File: config.mk
export PLATFORM = sky130hd
export DESIGN_NAME = hdlc_bit_stuff_crc_framer_flat
export DESIGN_NICKNAME = d
export VERILOG_FILES = /design/src/sv/hbsc_pkg.sv /design/src/sv/hbsc_ifs.sv /design/src/sv/hbsc_shift_unit.sv /design/src/sv/hbsc_seq.sv /design/src/sv/hdlc_bit_stuff_crc_framer.sv /design/src/flat_wrapper.sv
export SDC_FILE = /design/constraint.sdc
export NUM_CORES = 1
export LEC_CHECK = 0
export BUFFER_PORTS_ARGS = -buffer_cell sky130_fd_sc_hd__buf_2
export CELL_PAD_IN_SITES_DETAIL_PLACEMENT = 0
export CELL_PAD_IN_SITES_GLOBAL_PLACEMENT = 1
export CORE_MARGIN = 2
export CORE_UTILIZATION = 43
export DETAILED_ROUTE_END_ITERATION = 8
export PLACE_DENSITY_LB_ADDON = 0.08
export SLEW_MARGIN = 20
export SYNTH_ARGS = -nofsm -noshare
export SYNTH_HDL_FRONTEND = slang
export SYNTH_SLANG_ARGS = --single-unit
File: constraint.sdc
create_clock -name clk -period 12.96 [get_ports clk]
set_input_delay 1.296 -clock clk [delete_from_list [all_inputs] [get_ports clk]]
set_output_delay 1.296 -clock clk [all_outputs]
set_load 0.01 [all_outputs]
File: src/sv/hbsc_pkg.sv
package hbsc_pkg;

  // field widths
  localparam int REQ_W   = 3;
  localparam int BYTE_W  = 8;
  localparam int CRC_W   = 16;
  localparam int WORD_W  = 32;
  localparam int TBL_W   = 16;
  localparam int TT_W    = 21;

  // saturating packet counters
  localparam int COUNT_WIDTH = 16;

  // internal widths
  localparam int BITS_W  = $clog2(WORD_W);
  localparam int ONES_W  = 3;
  localparam int SRC_W   = 2 * BYTE_W;
  localparam int SCNT_W  = $clog2(SRC_W + 1);
  localparam int ALIGN_W = (COUNT_WIDTH > TBL_W) ? COUNT_WIDTH : TBL_W;
  localparam int TTX_W   = (COUNT_WIDTH + 6 > TT_W + 1) ? COUNT_WIDTH + 6 : TT_W + 1;

  // request codes
  localparam logic [REQ_W-1:0] REQ_START  = 3'd0;
  localparam logic [REQ_W-1:0] REQ_FLAG   = 3'd1;
  localparam logic [REQ_W-1:0] REQ_DATA   = 3'd2;
  localparam logic [REQ_W-1:0] REQ_CRC    = 3'd3;
  localparam logic [REQ_W-1:0] REQ_FINISH = 3'd4;

  localparam logic [BYTE_W-1:0] FLAG_BYTE = 8'h7E;
  localparam logic [ONES_W-1:0] STUFF_AT  = 3'd5;
  localparam int                ZERO_BIAS = 4;
  localparam logic [TT_W-1:0]   TT_MAX    = {TT_W{1'b1}};

  localparam logic [CRC_W-1:0] CRC_HI_MUL = 16'h1081;
  localparam logic [CRC_W-1:0] CRC_LO [16] = '{
    16'h0000, 16'h1189, 16'h2312, 16'h329B, 16'h4624, 16'h57AD, 16'h6536, 16'h74BF,
    16'h8C48, 16'h9DC1, 16'hAF5A, 16'hBED3, 16'hCA6C, 16'hDBE5, 16'hE97E, 16'hF8F7
  };

  typedef enum logic [3:0] {
    ST_IDLE    = 4'b0001,
    ST_SEND    = 4'b0010,
    ST_JUSTIFY = 4'b0100,
    ST_SUMMARY = 4'b1000
  } state_t;

  // sequencer to shift unit
  typedef struct packed {
    logic clear;
    logic shift;
    logic bit_val;
    logic count;
  } shift_ctl_t;

  // shift unit to sequencer
  typedef struct packed {
    logic full_next;
    logic empty;
  } shift_sts_t;

  // sequencer to output register
  typedef struct packed {
    logic load;
    logic summary;
    logic last;
  } emit_t;

  function automatic logic [CRC_W-1:0] crc_step(input logic [CRC_W-1:0] crc,
                                                input logic [BYTE_W-1:0] b);
    logic [BYTE_W-1:0] v;
    logic [CRC_W-1:0]  hi;
    v  = crc[CRC_W-1 -: BYTE_W] ^ b;
    hi = CRC_HI_MUL * {12'd0, v[7:4]};
    return {crc[BYTE_W-1:0], {BYTE_W{1'b0}}} ^ CRC_LO[v[3:0]] ^ hi;
  endfunction

endpackage

File: src/sv/hbsc_ifs.sv
interface hbsc_cmd_if;
  logic                        valid;
  logic                        ready;
  logic [hbsc_pkg::REQ_W-1:0]  req_type;
  logic [hbsc_pkg::BYTE_W-1:0] data_byte;
  modport source(output valid, req_type, data_byte, input ready);
  modport sink(input valid, req_type, data_byte, output ready);
endinterface

interface hbsc_res_if;
  logic                        valid;
  logic                        ready;
  logic [hbsc_pkg::WORD_W-1:0] word;
  logic                        is_summary;
  logic [hbsc_pkg::TBL_W-1:0]  total_bits_less_one;
  logic [hbsc_pkg::TT_W-1:0]   transfer_time_us;
  logic                        last;
  modport source(output valid, word, is_summary, total_bits_less_one, transfer_time_us,
                 last, input ready);
  modport sink(input valid, word, is_summary, total_bits_less_one, transfer_time_us,
               last, output ready);
endinterface

interface hbsc_cfg_if;
  logic                       valid;
  logic                       ready;
  logic [hbsc_pkg::CRC_W-1:0] crc_init;
  modport source(output valid, crc_init, input ready);
  modport sink(input valid, crc_init, output ready);
endinterface

File: src/sv/hbsc_shift_unit.sv
module hbsc_shift_unit (
  input  logic                             clk,
  input  logic                             rst,
  input  hbsc_pkg::shift_ctl_t             ctl,
  output hbsc_pkg::shift_sts_t             sts,
  output logic [hbsc_pkg::WORD_W-1:0]      word_next,
  output logic [hbsc_pkg::COUNT_WIDTH-1:0] total_bits,
  output logic [hbsc_pkg::COUNT_WIDTH-1:0] total_ones
);

  logic [hbsc_pkg::WORD_W-1:0] partial_word;
  logic [hbsc_pkg::BITS_W-1:0] bits_in_word;

  assign word_next     = {ctl.bit_val, partial_word[hbsc_pkg::WORD_W-1:1]};
  assign sts.full_next = (bits_in_word == {hbsc_pkg::BITS_W{1'b1}});
  assign sts.empty     = (bits_in_word == '0);

  always_ff @(posedge clk) begin
    if (rst || ctl.clear) begin
      partial_word <= '0;
      bits_in_word <= '0;
      total_bits   <= '0;
      total_ones   <= '0;
    end else if (ctl.shift) begin
      // the word wraps to empty once it is handed out
      if (sts.full_next) begin
        partial_word <= '0;
      end else begin
        partial_word <= word_next;
      end
      bits_in_word <= bits_in_word + 1'b1;
      if (ctl.count && (total_bits != {hbsc_pkg::COUNT_WIDTH{1'b1}})) begin
        total_bits <= total_bits + 1'b1;
      end
      if (ctl.count && ctl.bit_val && (total_ones != {hbsc_pkg::COUNT_WIDTH{1'b1}})) begin
        total_ones <= total_ones + 1'b1;
      end
    end
  end

endmodule

File: src/sv/hbsc_seq.sv
module hbsc_seq (
  input  logic                        clk,
  input  logic                        rst,
  input  logic                        cmd_valid,
  output logic                        cmd_ready,
  input  logic [hbsc_pkg::REQ_W-1:0]  req_type,
  input  logic [hbsc_pkg::BYTE_W-1:0] data_byte,
  input  logic [hbsc_pkg::CRC_W-1:0]  crc_init,
  input  logic                        out_free,
  input  hbsc_pkg::shift_sts_t        sts,
  output hbsc_pkg::shift_ctl_t        ctl,
  output hbsc_pkg::emit_t             emit
);

  hbsc_pkg::state_t            state, state_next;
  logic [hbsc_pkg::SRC_W-1:0]  src, src_next;
  logic [hbsc_pkg::SCNT_W-1:0] cnt, cnt_next;
  logic                        stuffed, stuffed_next;
  logic                        pending, pending_next;
  logic [hbsc_pkg::ONES_W-1:0] ones_run, ones_run_next;
  logic [hbsc_pkg::CRC_W-1:0]  crc_reg, crc_reg_next;

  always_comb begin
    state_next    = state;
    src_next      = src;
    cnt_next      = cnt;
    stuffed_next  = stuffed;
    pending_next  = pending;
    ones_run_next = ones_run;
    crc_reg_next  = crc_reg;
    ctl           = '0;
    emit          = '0;
    cmd_ready     = 1'b0;
    case (state)
      hbsc_pkg::ST_IDLE: begin
        cmd_ready = 1'b1;
        if (cmd_valid) begin
          case (req_type)
            hbsc_pkg::REQ_START: begin
              ctl.clear     = 1'b1;
              ones_run_next = '0;
              crc_reg_next  = crc_init;
            end
            hbsc_pkg::REQ_FLAG: begin
              src_next     = {hbsc_pkg::FLAG_BYTE, {hbsc_pkg::BYTE_W{1'b0}}};
              cnt_next     = hbsc_pkg::SCNT_W'(hbsc_pkg::BYTE_W);
              stuffed_next = 1'b0;
              state_next   = hbsc_pkg::ST_SEND;
            end
            hbsc_pkg::REQ_DATA: begin
              crc_reg_next = hbsc_pkg::crc_step(crc_reg, data_byte);
              src_next     = {data_byte, {hbsc_pkg::BYTE_W{1'b0}}};
              cnt_next     = hbsc_pkg::SCNT_W'(hbsc_pkg::BYTE_W);
              stuffed_next = 1'b1;
              state_next   = hbsc_pkg::ST_SEND;
            end
            hbsc_pkg::REQ_CRC: begin
              src_next     = crc_reg;
              cnt_next     = hbsc_pkg::SCNT_W'(hbsc_pkg::SRC_W);
              stuffed_next = 1'b1;
              state_next   = hbsc_pkg::ST_SEND;
            end
            hbsc_pkg::REQ_FINISH: begin
              state_next = hbsc_pkg::ST_JUSTIFY;
            end
            default: begin
            end
          endcase
        end
      end
      hbsc_pkg::ST_SEND: begin
        if (out_free) begin
          ctl.shift = 1'b1;
          ctl.count = 1'b1;
          emit.load = sts.full_next;
          emit.last = 1'b1;
          if (pending) begin
            // stuffed zero after five ones
            ctl.bit_val  = 1'b0;
            pending_next = 1'b0;
            if (cnt == '0) begin
              state_next = hbsc_pkg::ST_IDLE;
            end
          end else begin
            ctl.bit_val = src[hbsc_pkg::SRC_W-1];
            src_next    = {src[hbsc_pkg::SRC_W-2:0], 1'b0};
            cnt_next    = cnt - 1'b1;
            if (stuffed) begin
              if (src[hbsc_pkg::SRC_W-1]) begin
                if (ones_run == hbsc_pkg::STUFF_AT - 1'b1) begin
                  ones_run_next = '0;
                  pending_next  = 1'b1;
                end else begin
                  ones_run_next = ones_run + 1'b1;
                end
              end else begin
                ones_run_next = '0;
              end
            end
            if ((cnt == hbsc_pkg::SCNT_W'(1)) && !pending_next) begin
              state_next = hbsc_pkg::ST_IDLE;
            end
          end
        end
      end
      hbsc_pkg::ST_JUSTIFY: begin
        if (sts.empty) begin
          state_next = hbsc_pkg::ST_SUMMARY;
        end else if (out_free) begin
          ctl.shift = 1'b1;
          emit.load = sts.full_next;
        end
      end
      hbsc_pkg::ST_SUMMARY: begin
        if (out_free) begin
          emit.load    = 1'b1;
          emit.summary = 1'b1;
          emit.last    = 1'b1;
          state_next   = hbsc_pkg::ST_IDLE;
        end
      end
      default: begin
        state_next = hbsc_pkg::ST_IDLE;
      end
    endcase
  end

  always_ff @(posedge clk) begin
    if (rst) begin
      state    <= hbsc_pkg::ST_IDLE;
      cnt      <= '0;
      pending  <= 1'b0;
      ones_run <= '0;
      crc_reg  <= '0;
    end else begin
      state    <= state_next;
      cnt      <= cnt_next;
      pending  <= pending_next;
      ones_run <= ones_run_next;
      crc_reg  <= crc_reg_next;
    end
  end

  always_ff @(posedge clk) begin
    src     <= src_next;
    stuffed <= stuffed_next;
  end

endmodule

File: src/sv/hdlc_bit_stuff_crc_framer.sv
// channel  modport  moves                        payload
// cmd      sink     one request per handshake    req_type, data_byte
// frame    source   one result per handshake     word, is_summary, total_bits_less_one,
//                                                transfer_time_us, last
// cfg      sink     crc_init write, always ready crc_init
//
// one serial bit per cycle through the shared word shifter while the output is free;
// each request is accepted while idle; flag, data byte and crc append then shift out
// (finish: right-justify shifts the partial word one place a cycle, then the summary)
// cmd is ready only while the sequencer is idle; no clearing pass after reset
// a stalled frame output freezes the shifter until the held result is taken
// rst is synchronous, active high; crc_init resets to zero
module hdlc_bit_stuff_crc_framer (
  input  logic       clk,
  input  logic       rst,
  hbsc_cmd_if.sink   cmd,
  hbsc_res_if.source frame,
  hbsc_cfg_if.sink   cfg
);

  logic [hbsc_pkg::CRC_W-1:0]       crc_init;
  hbsc_pkg::shift_ctl_t             ctl;
  hbsc_pkg::shift_sts_t             sts;
  hbsc_pkg::emit_t                  emit;
  logic [hbsc_pkg::WORD_W-1:0]      word_next;
  logic [hbsc_pkg::COUNT_WIDTH-1:0] total_bits;
  logic [hbsc_pkg::COUNT_WIDTH-1:0] total_ones;
  logic                             out_free;

  // summary arithmetic
  logic [hbsc_pkg::ALIGN_W-1:0] tbl_ext;
  logic [hbsc_pkg::TTX_W-1:0]   zeros;
  logic [hbsc_pkg::TTX_W-1:0]   ones_ext;
  logic [hbsc_pkg::TTX_W-1:0]   tt_full;
  logic [hbsc_pkg::TT_W-1:0]    tt_sat;

  // config write register, taken at any time
  assign cfg.ready = 1'b1;

  always_ff @(posedge clk) begin
    if (rst) begin
      crc_init <= '0;
    end else if (cfg.valid) begin
      crc_init <= cfg.crc_init;
    end
  end

  hbsc_seq u_seq (
    .clk       (clk),
    .rst       (rst),
    .cmd_valid (cmd.valid),
    .cmd_ready (cmd.ready),
    .req_type  (cmd.req_type),
    .data_byte (cmd.data_byte),
    .crc_init  (crc_init),
    .out_free  (out_free),
    .sts       (sts),
    .ctl       (ctl),
    .emit      (emit)
  );

  hbsc_shift_unit u_shift (
    .clk        (clk),
    .rst        (rst),
    .ctl        (ctl),
    .sts        (sts),
    .word_next  (word_next),
    .total_bits (total_bits),
    .total_ones (total_ones)
  );

  // total bits minus one, zero for an empty packet
  assign tbl_ext = (total_bits == '0) ? '0
                                      : hbsc_pkg::ALIGN_W'(total_bits - 1'b1);

  // ((zeros + 4) * 2 + ones * 3) * 8, saturated to the field
  always_comb begin
    ones_ext = hbsc_pkg::TTX_W'(total_ones);
    if (total_bits >= total_ones) begin
      zeros = hbsc_pkg::TTX_W'(total_bits - total_ones);
    end else begin
      zeros = '0;
    end
    zeros   = zeros + hbsc_pkg::TTX_W'(hbsc_pkg::ZERO_BIAS);
    tt_full = ((zeros << 1) + (ones_ext << 1) + ones_ext) << 3;
    if (tt_full > hbsc_pkg::TTX_W'(hbsc_pkg::TT_MAX)) begin
      tt_sat = hbsc_pkg::TT_MAX;
    end else begin
      tt_sat = tt_full[hbsc_pkg::TT_W-1:0];
    end
  end

  // output register: frees up in the same cycle its result is taken
  assign out_free = !frame.valid || frame.ready;

  always_ff @(posedge clk) begin
    if (rst) begin
      frame.valid <= 1'b0;
    end else if (emit.load) begin
      frame.valid <= 1'b1;
    end else if (frame.ready) begin
      frame.valid <= 1'b0;
    end
  end

  always_ff @(posedge clk) begin
    if (emit.load) begin
      frame.is_summary <= emit.summary;
      frame.last       <= emit.last;
      if (emit.summary) begin
        frame.word                <= '0;
        frame.total_bits_less_one <= tbl_ext[hbsc_pkg::TBL_W-1:0];
        frame.transfer_time_us    <= tt_sat;
      end else begin
        frame.word                <= word_next;
        frame.total_bits_less_one <= '0;
        frame.transfer_time_us    <= '0;
      end
    end
  end

endmodule

File: src/flat_wrapper.sv
// flat-port wrapper written by rule: the top's interface ports become plain ports
module hdlc_bit_stuff_crc_framer_flat 
  (clk, rst, cmd_valid, cmd_req_type, cmd_data_byte, cmd_ready, frame_valid, frame_word, frame_is_summary, frame_total_bits_less_one, frame_transfer_time_us, frame_last, frame_ready, cfg_valid, cfg_crc_init, cfg_ready);
  hbsc_cmd_if cmd_i ();
  hbsc_res_if frame_i ();
  hbsc_cfg_if cfg_i ();
  input  logic clk;
  input  logic rst;
  input wire logic [$bits(cmd_i.valid)-1:0] cmd_valid;
  input wire logic [$bits(cmd_i.req_type)-1:0] cmd_req_type;
  input wire logic [$bits(cmd_i.data_byte)-1:0] cmd_data_byte;
  output wire logic [$bits(cmd_i.ready)-1:0] cmd_ready;
  output wire logic [$bits(frame_i.valid)-1:0] frame_valid;
  output wire logic [$bits(frame_i.word)-1:0] frame_word;
  output wire logic [$bits(frame_i.is_summary)-1:0] frame_is_summary;
  output wire logic [$bits(frame_i.total_bits_less_one)-1:0] frame_total_bits_less_one;
  output wire logic [$bits(frame_i.transfer_time_us)-1:0] frame_transfer_time_us;
  output wire logic [$bits(frame_i.last)-1:0] frame_last;
  input wire logic [$bits(frame_i.ready)-1:0] frame_ready;
  input wire logic [$bits(cfg_i.valid)-1:0] cfg_valid;
  input wire logic [$bits(cfg_i.crc_init)-1:0] cfg_crc_init;
  output wire logic [$bits(cfg_i.ready)-1:0] cfg_ready;
  assign cmd_i.valid = cmd_valid;
  assign cmd_i.req_type = cmd_req_type;
  assign cmd_i.data_byte = cmd_data_byte;
  assign cmd_ready = cmd_i.ready;
  assign frame_valid = frame_i.valid;
  assign frame_word = frame_i.word;
  assign frame_is_summary = frame_i.is_summary;
  assign frame_total_bits_less_one = frame_i.total_bits_less_one;
  assign frame_transfer_time_us = frame_i.transfer_time_us;
  assign frame_last = frame_i.last;
  assign frame_i.ready = frame_ready;
  assign cfg_i.valid = cfg_valid;
  assign cfg_i.crc_init = cfg_crc_init;
  assign cfg_ready = cfg_i.ready;
  hdlc_bit_stuff_crc_framer u_core (.clk(clk), .rst(rst), .cmd(cmd_i), .frame(frame_i), .cfg(cfg_i));
endmodule
==> results.toml <==
[run_status]
status = "complete, no violations"

[timing]
report.final.setup_viol = 0
fin_worst_skew_ns = 0.01849
worst_pin_slew_ns = 1.048
hold_violations = 0
fin_crit_ns = 6.937
final.setup.tns_ns = 0
period_share = 0.5352
slew_headroom = 0.2982
slew_viol_final = 0
fmax_mhz = 144.2
rsz0062_at_grt = "false"

[hold_path]
hold_path_end = "u_core.u_shift.bits_in_word[4]$_SDFFE_PP0P_"
whs_path_depth = 2
hp-start = "u_core.u_shift.bits_in_word[4]$_SDFFE_PP0P_"
hold_path.class = "flop to flop"

[final_layout]
regMostFlops = "u_core.frame.word"
final.fill_count = 2429
drive_gt1_frac = 0.1383
final_cells = 1574
largest_register_ffs = 32
layout_commonest_cell = "nor2_1"
final_nets = 1340
area_growth_syn_to_layout_pct = 12.61
reg_top3 = "u_core.frame.word x32, u_core.u_shift.partial_word x31, u_core.frame.transfer_time_us x19"
seq_area_um2 = 4865
layout_common_cells = "179 x nor2_1, 114 x dfxtp_1, 104 x buf_2"
multi_input_area_um2 = 5871
n_antenna_cell = 0

[power_and_ir_drop]
p_int_mw = 0.9779
combPwrFrac = 0.064
switching_share = 0.2739
pwr-share-seq = 0.502
ir_worst_vdd_v = 0.0001119
p_per_area_nw_per_um2 = 107.2
p_leak_nw = 4.978
p_clk_frac = 0.434
p_total_mw = 1.347
p_switching_mw = 0.3688

[setup_path]
endpoint_kind = "flop"
worstPathRequired_ns = 13.11
r2r_end = "u_core.frame.transfer_time_us[5]$_SDFFCE_PN0P_"
critPathMaxStageDelay_ns = 0.52
reg2reg_depth = 27
crit_family = "simple AND/OR/NAND/NOR gates"
regToRegStartpoint = "u_core.u_shift.total_ones[3]$_SDFFE_PP0P_"
worstPathArrival_ns = 7.09
cp_max_fo = 19
reg2reg_slack_ns = 6.02
cp_slowest_cell = "or3b_2"
path_buf_inv = 2
crit_top_cell = "a21oi_1"
worst_setup_path_start_kind = "flop"
path_class = "flop to flop"

[synthesis]
async_flop_share = 0
ys_seq_area_frac = 0.4359
ys.flop_type = "dfxtp_1"
synth_area_um2 = 11160
ys_ff_latch = 200
ys_types = 73
synthCells = 1163
syn_area_per_cell_um2 = 9.595
synth_edf_count = 86
synth_nets = 1272
yosysWarnings = 0

[floorplan]
die_area_um2 = 27260
initial_core_util = 0.4406
die_h_um = 165.1
num_io_pins = 106
coreArea_um2 = 25330
die_w_um = 165.1
rows = 58

[global_route]
antenna_found_initial = 0
grt_pass1_wl_um = 39410
grt_pass1_vias = 7467
grt_start_max_net_pins = 69
grt_overflow = 0
grt_usage = 0.1810

[clock_network]
postCtsResizedCells = 0
cts_tree = "done"
numClockSinks = 200
h-tree-depth = 4
cts_buffer_depth = 2
clk_pin_slew_worst_paths_ns = 0.09
hold_buffers = 0
insertion_delay_ns = 0.45
cts_buffers = 17
root_buffer = "clkbuf_16"
post_cts.repair.setup_buffers = 0

[placement]
dp.cells = 1542
gp_congestion = 0.7828
post-dp-hpwl_um = 17030
portBuffers = 104

[run]
drv_cap = 0

[route]
drt_iter0_markers = 482
ant_nets = 0
vias = 8053
firstDrtPassIters = 4
wl_per_cell_um = 15.49
vias_per_cell = 5.116
drc_errors = 0
wirelength_um = 24380
-- worst reg2reg max path: stages (launching register included) --
cell	delay (ns)
dfxtp_1	0.41
inv_1	0.13
ha_1	0.47
a21oi_1	0.12
nor2b_1	0.35
nor4_4	0.11
or3b_2	0.52
and2_1	0.19
nor2_1	0.08
nor2_1	0.04
buf_4	0.19
a21oi_1	0.20
ha_1	0.23
nand2_1	0.10
or3_1	0.34
xnor2_1	0.13
nor2_1	0.19
fa_1	0.45
ha_1	0.35
a21oi_1	0.23
nand2b_1	0.12
a221oi_1	0.23
o21ai_0	0.16
a211o_1	0.32
a21o_1	0.18
a21oi_1	0.23
xnor2_2	0.42
a21oi_1	0.19
-- per-layer routing --
metal  track usage  vias up  wire (um)
li1              -     4187          -
met1        0.2784     3719      13150
met2        0.2684      137      10290
met3       0.02797       10        784
met4       0.03557        0        155
met5             0        -          0
-- power groups by stage --
stage	clock network [mW]	logic, mW	registers [mW]
after floorplan	0	0.0651	0.687
after global placement	0	0.0881	0.690
after detailed placement	0	0.0874	0.690
after CTS	0.599	0.0881	0.676
after global routing	0.623	0.0971	0.677
final	0.584	0.0869	0.675
-- per-stage QoR --
stage / hold WS [ns] / worst slack [ns] / area [um^2] / utilization
2_1_floorplan: 0.4405 / 6.764 / 11160 / -
4_1_cts: 0.4835 / 5.993 / 12560 / 0.4958
3_5_place_dp: 0.4686 / 6.010 / 11900 / 0.4697
3_3_place_gp: 0.4632 / 6.212 / 11900 / 0.4697
6_report: 0.4810 / 6.023 / 12570 / 0.4962
5_1_grt: 0.5054 / 5.486 / 12570 / 0.4962
-- worst max-delay path by stage --
stage | from | endpoint | slack [ns] | cells after the start
after floorplan | u_core.u_shift.total_ones[6]$_SDFFE_PP0P_ | u_core.frame.transfer_time_us[13]$_SDFFCE_PN0P_ | 6.76 | 29
after global placement | u_core.u_shift.total_ones[3]$_SDFFE_PP0P_ | u_core.frame.transfer_time_us[4]$_SDFFCE_PN0P_ | 6.21 | 27
after detailed placement | u_core.u_shift.total_ones[6]$_SDFFE_PP0P_ | u_core.frame.transfer_time_us[5]$_SDFFCE_PN0P_ | 6.01 | 27
after CTS | u_core.u_shift.total_ones[6]$_SDFFE_PP0P_ | u_core.frame.transfer_time_us[5]$_SDFFCE_PN0P_ | 5.99 | 27
after global routing | u_core.u_shift.total_ones[3]$_SDFFE_PP0P_ | u_core.frame.transfer_time_us[7]$_SDFFCE_PN0P_ | 5.49 | 27
final | u_core.u_shift.total_ones[3]$_SDFFE_PP0P_ | u_core.frame.transfer_time_us[5]$_SDFFCE_PN0P_ | 6.02 | 27
-- cells in the mapped netlist, drive strengths merged, types with 3 or more instances --
cell type  number  area (um^2)
a31oi           7        43.79
nand3          19        95.09
o21a            6        45.04
or3             8        50.05
a21oi          95        509.2
and2           42        265.3
or3b            3        26.28
inv            49        183.9
a21o           11        82.58
fa             17        340.3
a211oi         12        90.09
o221ai          5        43.79
buf            11        71.32
or2             3        18.77
nand2b         13        81.33
edfxtp         86         2582
nor3           32        160.2
nor2b           3        18.77
and3           38        237.7
nor4            9        71.32
ha             60        750.7
a211o           3        26.28
a221oi          3        26.28
o22ai           4        25.02
clkbuf         51        191.4
o21bai          4        30.03
o31ai           5        37.54
o21ai          20        103.9
a2111oi         3        45.05
nor2          179        671.9
nor4b           3        38.79
and4            7        61.31
nand4          14        93.84
o311ai          3        43.80
a21boi          3        22.52
dfxtp         114         2282
a22o            7        61.31
nand2          51        191.4
xor2           39        341.6
xnor2          70        620.6
mux2i          27        270.3
nand3b          3        22.52
-- logic make-up (layout without fill, tap and decap cells) --
| kind of cell | after synthesis | count (layout) | synth area share |
|---|---|---|---|
| flip-flops | 200 | 200 | 0.4359 |
| AND/OR/NAND/NOR | 434 | 434 | 0.1939 |
| AO/OA/AOI/OAI | 203 | 203 | 0.1206 |
| multiplexers | 28 | 28 | 0.02523 |
| other | 1 | 1 | 0.0003360 |
| adder cells (fa/ha/maj) | 77 | 77 | 0.09777 |
| buffers and inverters | 111 | 192 | 0.04003 |
| XOR/XNOR | 109 | 109 | 0.08622 |
-- layout make-up --
class | instances | share of cell area
Clock buffer | 17 | 0.03385
Tap cell | 330 | 0.03286
Multi-Input combinational cell | 852 | 0.4671
Inverter | 49 | 0.01464
Sequential cell | 200 | 0.3871
Clock inverter | 15 | 0.01882
Timing Repair Buffer | 111 | 0.04560
Power figures use the tool's default switching activity.
